**src/sv/baq_pkg.sv**
```systemverilog
// Shared widths, operation codes and sequencer states for the age queue.
`timescale 1ns / 1ps
`default_nettype none
package baq_pkg;

  localparam int AGE_W   = 8;
  localparam int FUNC_W  = 2;
  localparam int LIMIT_W = 5;
  localparam int POS_W   = 4;
  localparam int OCC_W   = 5;

  localparam logic [LIMIT_W-1:0] LIMIT_RESET = 5'd10;

  typedef enum logic [FUNC_W-1:0] {
    FUNC_PUSH_BACK  = 2'd0,
    FUNC_PUSH_FRONT = 2'd1,
    FUNC_POP_FRONT  = 2'd2,
    FUNC_SEARCH     = 2'd3
  } func_t;

  typedef enum logic [2:0] {
    S_IDLE = 3'b001,
    S_EXEC = 3'b010,
    S_SCAN = 3'b100
  } state_t;

endpackage
`default_nettype wire

```
**src/sv/bounded_age_queue_with_search.sv**
```systemverilog
// Top level: bounded age queue with push back/front, pop and linear search.
//
//  channel | signals                                   | dir | notes
//  --------+-------------------------------------------+-----+---------------------------
//  in      | in_valid, in_ready, func, age             | in  | one op per item
//  out     | out_valid, out_ready, ok, value, position,| out | one result per item,
//          | is_empty, occupancy                       |     | held in an output register
//  cfg     | cfg_wr_en, cfg_wr_data                    | in  | insert_limit, no wait
//
// Push and pop are accepted, then committed. A search compares entries from
// the head up to the first match or the end of the queue; the single ring read
// port and one 8-bit comparator visit one entry per cycle.
// in_ready is high only while the sequencer is idle; one item is in work at a time.
// A finished item waits in its last state while the output register still holds an
// untaken result; the next item is accepted even while a result waits.
// Reset (rst, synchronous): queue empty, lifetime insertion count zero, limit 10.
// The ring store itself is not cleared; only queued entries are ever read.
`timescale 1ns / 1ps
`default_nettype none
module bounded_age_queue_with_search #(
  parameter int CAPACITY = 16
) (
  input  wire logic                          clk,
  input  wire logic                          rst,
  // input channel
  input  wire logic                          in_valid,
  output logic                               in_ready,
  input  wire logic [baq_pkg::FUNC_W-1:0]    func,
  input  wire logic [baq_pkg::AGE_W-1:0]     age,
  // result channel
  output logic                               out_valid,
  input  wire logic                          out_ready,
  output logic                               ok,
  output logic      [baq_pkg::AGE_W-1:0]     value,
  output logic      [baq_pkg::POS_W-1:0]     position,
  output logic                               is_empty,
  output logic      [baq_pkg::OCC_W-1:0]     occupancy,
  // configuration
  input  wire logic                          cfg_wr_en,
  input  wire logic [baq_pkg::LIMIT_W-1:0]   cfg_wr_data
);
  import baq_pkg::*;

  localparam int IDX_W = $clog2(CAPACITY);
  localparam int CNT_W = $clog2(CAPACITY + 1);
  localparam logic [IDX_W-1:0] LAST_IDX = IDX_W'(CAPACITY - 1);
  localparam logic [CNT_W-1:0] FULL_CNT = CNT_W'(CAPACITY);

  function automatic logic [IDX_W-1:0] wrap_next(input logic [IDX_W-1:0] p);
    return (p == LAST_IDX) ? '0 : p + 1'b1;
  endfunction

  function automatic logic [IDX_W-1:0] wrap_prev(input logic [IDX_W-1:0] p);
    return (p == '0) ? LAST_IDX : p - 1'b1;
  endfunction

  // control state
  state_t             state, state_next;
  logic [IDX_W-1:0]   head, head_next;
  logic [IDX_W-1:0]   tail, tail_next;
  logic [CNT_W-1:0]   entry_count, entry_count_next;
  logic [LIMIT_W-1:0] insertions_done, insertions_done_next;
  logic [LIMIT_W-1:0] insert_limit;

  // item under work
  func_t              op_func;
  logic [AGE_W-1:0]   op_age;
  logic [IDX_W-1:0]   scan_ptr, scan_ptr_next;
  logic [CNT_W-1:0]   scan_idx, scan_idx_next;

  // ring ports
  logic               wr_en;
  logic [IDX_W-1:0]   wr_addr;
  logic [IDX_W-1:0]   rd_addr;
  logic [AGE_W-1:0]   rd_data;

  // result into the output register
  logic               load_out;
  logic               res_ok;
  logic [AGE_W-1:0]   res_value;
  logic [CNT_W-1:0]   res_pos;

  logic in_fire;
  logic out_free;
  logic may_push;

  assign in_ready = (state == S_IDLE);
  assign in_fire  = in_valid && in_ready;
  assign out_free = !out_valid || out_ready;
  assign may_push = (insertions_done < insert_limit) && (entry_count != FULL_CNT);

  baq_ring #(
    .DEPTH(CAPACITY)
  ) u_ring (
    .clk     (clk),
    .wr_en   (wr_en),
    .wr_addr (wr_addr),
    .wr_data (op_age),
    .rd_addr (rd_addr),
    .rd_data (rd_data)
  );

  // sequencer: one commit per item, search walks one entry per cycle
  always_comb begin
    state_next           = state;
    head_next            = head;
    tail_next            = tail;
    entry_count_next     = entry_count;
    insertions_done_next = insertions_done;
    scan_ptr_next        = scan_ptr;
    scan_idx_next        = scan_idx;
    rd_addr              = head;
    wr_en                = 1'b0;
    wr_addr              = tail;
    load_out             = 1'b0;
    res_ok               = 1'b0;
    res_value            = '0;
    res_pos              = '0;

    unique case (state)
      S_IDLE: begin
        rd_addr = head;
        if (in_fire) begin
          scan_ptr_next = head;
          scan_idx_next = '0;
          state_next    = (func_t'(func) == FUNC_SEARCH) ? S_SCAN : S_EXEC;
        end
      end

      S_EXEC: begin
        rd_addr = head;  // keeps the head entry on rd_data for a pop
        if (out_free) begin
          load_out   = 1'b1;
          state_next = S_IDLE;
          case (op_func)
            FUNC_PUSH_BACK: begin
              if (may_push) begin
                wr_en                = 1'b1;
                wr_addr              = tail;
                tail_next            = wrap_next(tail);
                entry_count_next     = entry_count + 1'b1;
                insertions_done_next = insertions_done + 1'b1;
                res_ok               = 1'b1;
              end
            end
            FUNC_PUSH_FRONT: begin
              if (may_push) begin
                wr_en                = 1'b1;
                wr_addr              = wrap_prev(head);
                head_next            = wrap_prev(head);
                entry_count_next     = entry_count + 1'b1;
                insertions_done_next = insertions_done + 1'b1;
                res_ok               = 1'b1;
              end
            end
            FUNC_POP_FRONT: begin
              if (entry_count != '0) begin
                head_next        = wrap_next(head);
                entry_count_next = entry_count - 1'b1;
                res_ok           = 1'b1;
                res_value        = rd_data;
              end
            end
            default: begin
              // search never lands here
            end
          endcase
        end
      end

      S_SCAN: begin
        rd_addr = scan_ptr;
        if (scan_idx == entry_count) begin
          // walked past the back: no match
          if (out_free) begin
            load_out   = 1'b1;
            state_next = S_IDLE;
          end
        end else if (rd_data == op_age) begin
          if (out_free) begin
            load_out   = 1'b1;
            res_ok     = 1'b1;
            res_value  = op_age;
            res_pos    = scan_idx;
            state_next = S_IDLE;
          end
        end else begin
          rd_addr       = wrap_next(scan_ptr);
          scan_ptr_next = wrap_next(scan_ptr);
          scan_idx_next = scan_idx + 1'b1;
        end
      end

      default: begin
        state_next = S_IDLE;
      end
    endcase
  end

  always_ff @(posedge clk) begin
    if (rst) begin
      state           <= S_IDLE;
      head            <= '0;
      tail            <= '0;
      entry_count     <= '0;
      insertions_done <= '0;
      insert_limit    <= LIMIT_RESET;
      out_valid       <= 1'b0;
    end else begin
      state           <= state_next;
      head            <= head_next;
      tail            <= tail_next;
      entry_count     <= entry_count_next;
      insertions_done <= insertions_done_next;
      if (cfg_wr_en) begin
        insert_limit <= cfg_wr_data;
      end
      if (load_out) begin
        out_valid <= 1'b1;
      end else if (out_ready) begin
        out_valid <= 1'b0;
      end
    end
  end

  // payload registers, no reset
  always_ff @(posedge clk) begin
    scan_ptr <= scan_ptr_next;
    scan_idx <= scan_idx_next;
    if (in_fire) begin
      op_func <= func_t'(func);
      op_age  <= age;
    end
    if (load_out) begin
      ok        <= res_ok;
      value     <= res_value;
      position  <= POS_W'(res_pos);
      is_empty  <= (entry_count_next == '0);
      occupancy <= OCC_W'(entry_count_next);
    end
  end

  // ---------------------------------------------------------------------------
  // Assertions
  // ---------------------------------------------------------------------------
  a_count_bound: assert property (@(posedge clk) disable iff (rst)
    entry_count <= FULL_CNT)
    else $error("entry count above capacity");

  a_ptr_meet: assert property (@(posedge clk) disable iff (rst)
    (entry_count == '0 || entry_count == FULL_CNT) |-> head == tail)
    else $error("head and tail disagree with an empty or full queue");

  a_busy_after_accept: assert property (@(posedge clk) disable iff (rst)
    in_fire |=> !in_ready)
    else $error("sequencer took no time over an accepted item");

  a_scan_bound: assert property (@(posedge clk) disable iff (rst)
    state == S_SCAN |-> scan_idx <= entry_count)
    else $error("search walked past the back of the queue");

  a_load_needs_room: assert property (@(posedge clk) disable iff (rst)
    load_out |-> out_free)
    else $error("result loaded over an untaken result");

endmodule
`default_nettype wire

```
**src/sv/baq_ring.sv**
```systemverilog
// Ring store of ages: one write port, one read port with registered data.
`timescale 1ns / 1ps
`default_nettype none
module baq_ring #(
  parameter int DEPTH = 16
) (
  input  wire logic                                   clk,
  input  wire logic                                   wr_en,
  input  wire logic [$clog2(DEPTH)-1:0]               wr_addr,
  input  wire logic [baq_pkg::AGE_W-1:0]              wr_data,
  input  wire logic [$clog2(DEPTH)-1:0]               rd_addr,
  output logic      [baq_pkg::AGE_W-1:0]              rd_data
);
  import baq_pkg::*;

  logic [AGE_W-1:0] mem [DEPTH];

  always_ff @(posedge clk) begin
    if (wr_en) begin
      mem[wr_addr] <= wr_data;
    end
  end

  // read-before-write: a read of a slot in its write cycle returns the old value
  always_ff @(posedge clk) begin
    rd_data <= mem[rd_addr];
  end

endmodule
`default_nettype wire
```
**config.mk**
```make
export PLATFORM = sky130hd
export DESIGN_NAME = bounded_age_queue_with_search
export DESIGN_NICKNAME = d
export VERILOG_FILES = /design/src/sv/baq_pkg.sv /design/src/sv/bounded_age_queue_with_search.sv /design/src/sv/baq_ring.sv
export SDC_FILE = /design/constraint.sdc
export NUM_CORES = 1
export LEC_CHECK = 0
export BUFFER_PORTS_ARGS = -buffer_cell sky130_fd_sc_hd__buf_4
export CORE_ASPECT_RATIO = 0.8
export CORE_MARGIN = 5
export CORE_UTILIZATION = 46
export CTS_BUF_LIST = sky130_fd_sc_hd__clkbuf_8
export DETAILED_ROUTE_END_ITERATION = 12
export PLACE_DENSITY = 0.6
export SETUP_SLACK_MARGIN = 0.3
export SYNTH_ARGS = -nofsm -noshare
export SYNTH_HDL_FRONTEND = slang
export SYNTH_HIERARCHICAL = 1
export SYNTH_SLANG_ARGS = --single-unit
export TNS_END_PERCENT = 10
```
**constraint.sdc**
```tcl
create_clock -name clk -period 4.3 [get_ports clk]
set_clock_uncertainty 0.1 [all_clocks]
set_input_delay 0.215 -clock clk [delete_from_list [all_inputs] [get_ports clk]]
set_output_delay 0.215 -clock clk [all_outputs]
set_load 0.02 [all_outputs]
```
==> implementation parameters <==
Parameter                              Value

Yosys
  Async set or reset register ratio after synthesis    0
  Number of warnings issued by yosys    6
  Top post-synthesis cells by count    166 x sky130_fd_sc_hd__edfxtp_1, 37 x sky130_fd_sc_hd__nor2_1, 35 x sky130_fd_sc_hd__dfxtp_1
  Top post-synthesis cells by area    sky130_fd_sc_hd__edfxtp_1 58%, sky130_fd_sc_hd__dfxtp_1 8.2%, sky130_fd_sc_hd__mux4_2 4.7%
  Cell taking the most area after synthesis    sky130_fd_sc_hd__edfxtp_1
  Most repeated cell in the gate-level netlist after synthesis    sky130_fd_sc_hd__edfxtp_1
  Number of enable flip-flop cells after synthesis    ~170
  Cells after Synth    558
  Top flip-flop cell by instance count after synthesis    sky130_fd_sc_hd__edfxtp_1
  Mapped cell area    ~8600 µm²
  Synth top area share    0.581
  Avg Synthesized Cell Area    ~15 µm²
  Unique cell type count in the Yosys netlist    between 60 and 70
  Yosys reg bits    ~200
  Mapped Nets    around 590
  Sequential share of the synthesized area    0.663

Cells and area
  Number of nets at the end of the flow    697
  Area delta synth->final    18.4%
  Non-filler cells, final    940
  Final instance area    10200 µm²
  Share of layout cells above drive strength 1    0.221
  Filler cell count    approximately 1500
  Diodes inserted    0

Timing
  Part of the cycle the worst path needs    0.902
  Final sum of negative setup slack    0 ps
  Min Clock Period, post-route    roughly 3900 ps
  Number of pins with negative max-slew slack in the final report    0
  Final-report hold violation count    0
  Unrepaired setup endpoints after global routing    true
  Maximum frequency from static timing analysis    0.258 GHz
  Count of final setup violators    0
  Transition time at the pin with the least slew margin    between 900 and 1000 ps
  Worst-case headroom to the max-slew limit    0.358

Power and ir drop
  Proportion of power drawn by combinational gates    0.048
  Switching power as a share of total power    0.221
  Cell Int Power    ~3.0 mW
  PnR Total Power    a little under 4 mW
  Clock group share of total power    0.394
  Switching Power    about 0.86 mW
  Power density over cell area    around 380 nW/µm²
  Worst vdd rail ir drop    about 0.23 mV
  Part of the power in registers    0.558
  Leakage power total    approximately 3.5 nW

Die
  Die Y    around 130 µm
  Floorplan Core Area    18200 µm²
  Effective utilization at floorplan    0.471
  Std cell rows    44
  Die Width    between 150 and 200 µm
  Top-level I/O count    between 40 and 50
  Full die area    between 20000 and 25000 µm²

Drt
  Vias per cell    approximately 5.6
  Max Used Layer    met4
  Met2 wire len    roughly 8400 µm
  TritonRoute pass-1 iters    5
  Remaining design rule violation count    0
  First DRT Iteration DRCs    530
  DRT antenna net count    0
  Total number of vias    around 5200
  Met3 wire length    roughly 1600 µm
  Routed metal-1 wire length    ~9600 µm
  Routed wire length per instance    21.2 µm
  Total detailed-routing wirelength    19900 µm

Clocking
  Maximum root-to-sink buffer count    3
  Number of setup buffers added after CTS    0
  Clock root buffer master    sky130_fd_sc_hd__clkbuf_8
  Maximum level of the CTS H-tree    1
  Clock transition at path regs    around 70 ps
  Clk Latency, worst-skew pair    around 550 ps
  CTS sink count    roughly 200
  Number of buffers created by CTS    31
  CTS tree    built

Critical path
  Startpoint of the most critical setup path    insert_limit[4]
  Kind of capture point of the worst setup path    flop
  Startpoint class of the critical path    flop
  CP Data Arrival Time    between 3000 and 4000 ps
  CP Max Fanout    11
  Launching point of the worst reg2reg path    insert_limit[4]
  Data required time of the critical path    4390 ps
  CP Class    flop to flop

Placed design
  Half-perimeter wire length after detailed placement    around 14000 µm
  Placed cell areas    9260 µm²
  Port buffer count    40
  Weighted congestion at the end of routability-driven global placement    0.895
  Number of cells in the design after placement    854

Min path
  Worst Hold Launch    age[0]
  Tightest Hold Check Type    primary input to flop

GRT
  Largest net degree at the start of global routing    34
  Wire length of the first global-routing pass    about 30000 µm
  Number of global-route vias before repair    5217
  GRT Total Usage    0.185
  Initial antenna violation count    0
  Remaining Overflow, GRT    0

Status
  Run status    complete, no violations

Job
  Count of maximum capacitance violations    0
[flip-flops by register name, indices dropped and copies added, names as in the netlist]
| signal | flops |
|---|---|
| insertions_done | 5 |
| position | 4 |
| head | 4 |
| insert_limit | 5 |
| scan_ptr | 4 |
| op_age | 8 |
| u_ring/mem | 128 |
| scan_idx | 5 |
| ok | 1 |
| occupancy | 5 |
| tail | 4 |
| value | 8 |
| state | 3 |
| is_empty | 1 |
| op_func | 2 |
| u_ring/rd_data | 8 |
| entry_count | 5 |
| out_valid | 1 |
[through the flow]
| stage | worst slack, ps | utilization | hold WS, ps |
|---|---|---|---|
| final | 419 | 0.557 | 279 |
| after global routing | 188 | 0.557 | 252 |
| after CTS | 402 | 0.557 | 253 |
| after detailed placement | 449 | 0.508 | 294 |
| after global placement | 634 | 0.508 | 294 |
| after floorplan | 728 | - | 214 |
[repair_timing]
item	4_1_cts	5_1_grt
hold buffers	29	0
endpoints found under the hold margin	32	0
resized for setup	0	1
endpoints found under the setup margin	0	24
[routing by layer]
layer,global-route usage,vias to the layer above
li1,-,2389
met1,0.295,2617
met2,0.259,211
met3,0.0456,30
met4,0.0368,0
met5,0,-
[power groups by stage]
stage	sequential, mW	combinational (mW)	clock [mW]
floorplan	2.20	0.0820	0
global placement	2.20	0.158	0
detailed placement	2.20	0.162	0
CTS	2.16	0.185	1.56
global route	2.16	0.202	1.64
finish	2.16	0.185	1.52
[cells by family after synthesis]
group                      synth area share
DFF                                   0.663
and+or+nand+nor                      0.0865
AOI/OAI and AO/OA                    0.0742
muxes                                 0.106
buffers and inverters                0.0270
xor gates and xnor gates             0.0235
adders and majority gates            0.0204
[cells in the final DEF (no fill, tap or decap), drive strengths merged, types with 7 or more instances in the layout]
cell type	n
edfxtp	166
buf	68
nor2	38
nand2	36
clkbuf	35
dfxtp	35
mux4	32
dlygate4sd3	29
inv	26
a22oi	18
o21ai	18
xor2	16
and2	15
nand3	14
ha	14
a21oi	14
mux2i	10
nor3	9
clkinv	9
a22o	8
xnor2	7
a31oi	7
[final timing paths]
kind / depth (start not counted) / to / slack, ps
worst max-delay path: 10 / u_ring/mem[2][1] / 420
worst min-delay path: 2 / op_age[0] / 280
worst max register to register: 10 / u_ring/mem[2][1] / 420
worst min register to register: 2 / insertions_done[4] / 440
[cell type report]
class / count / area, µm² / area share
repair buffers: 97 / 813 / 0.0801
well taps: 253 / 317 / 0.0312
flip-flops and latches: 201 / 5690 / 0.560
clock buffers: 35 / 482 / 0.0474
inverters: 16 / 60.1 / 0.00591
clock inverters: 22 / 121 / 0.0119
multi-input cells: 316 / 2680 / 0.264
[critical path: stages (launching register included)]
cell and delay, ps:
sky130_fd_sc_hd__dfxtp_1 340, sky130_fd_sc_hd__inv_1 40, sky130_fd_sc_hd__ha_1 290, sky130_fd_sc_hd__a21oi_2 240, sky130_fd_sc_hd__o311ai_2 180, sky130_fd_sc_hd__a21o_2 290
sky130_fd_sc_hd__nor2_2 420, sky130_fd_sc_hd__nand2_1 200, sky130_fd_sc_hd__mux2_2 340, sky130_fd_sc_hd__or3b_2 530, sky130_fd_sc_hd__nor2_1 540
No activity file was read; power rests on OpenSTA's default activity.
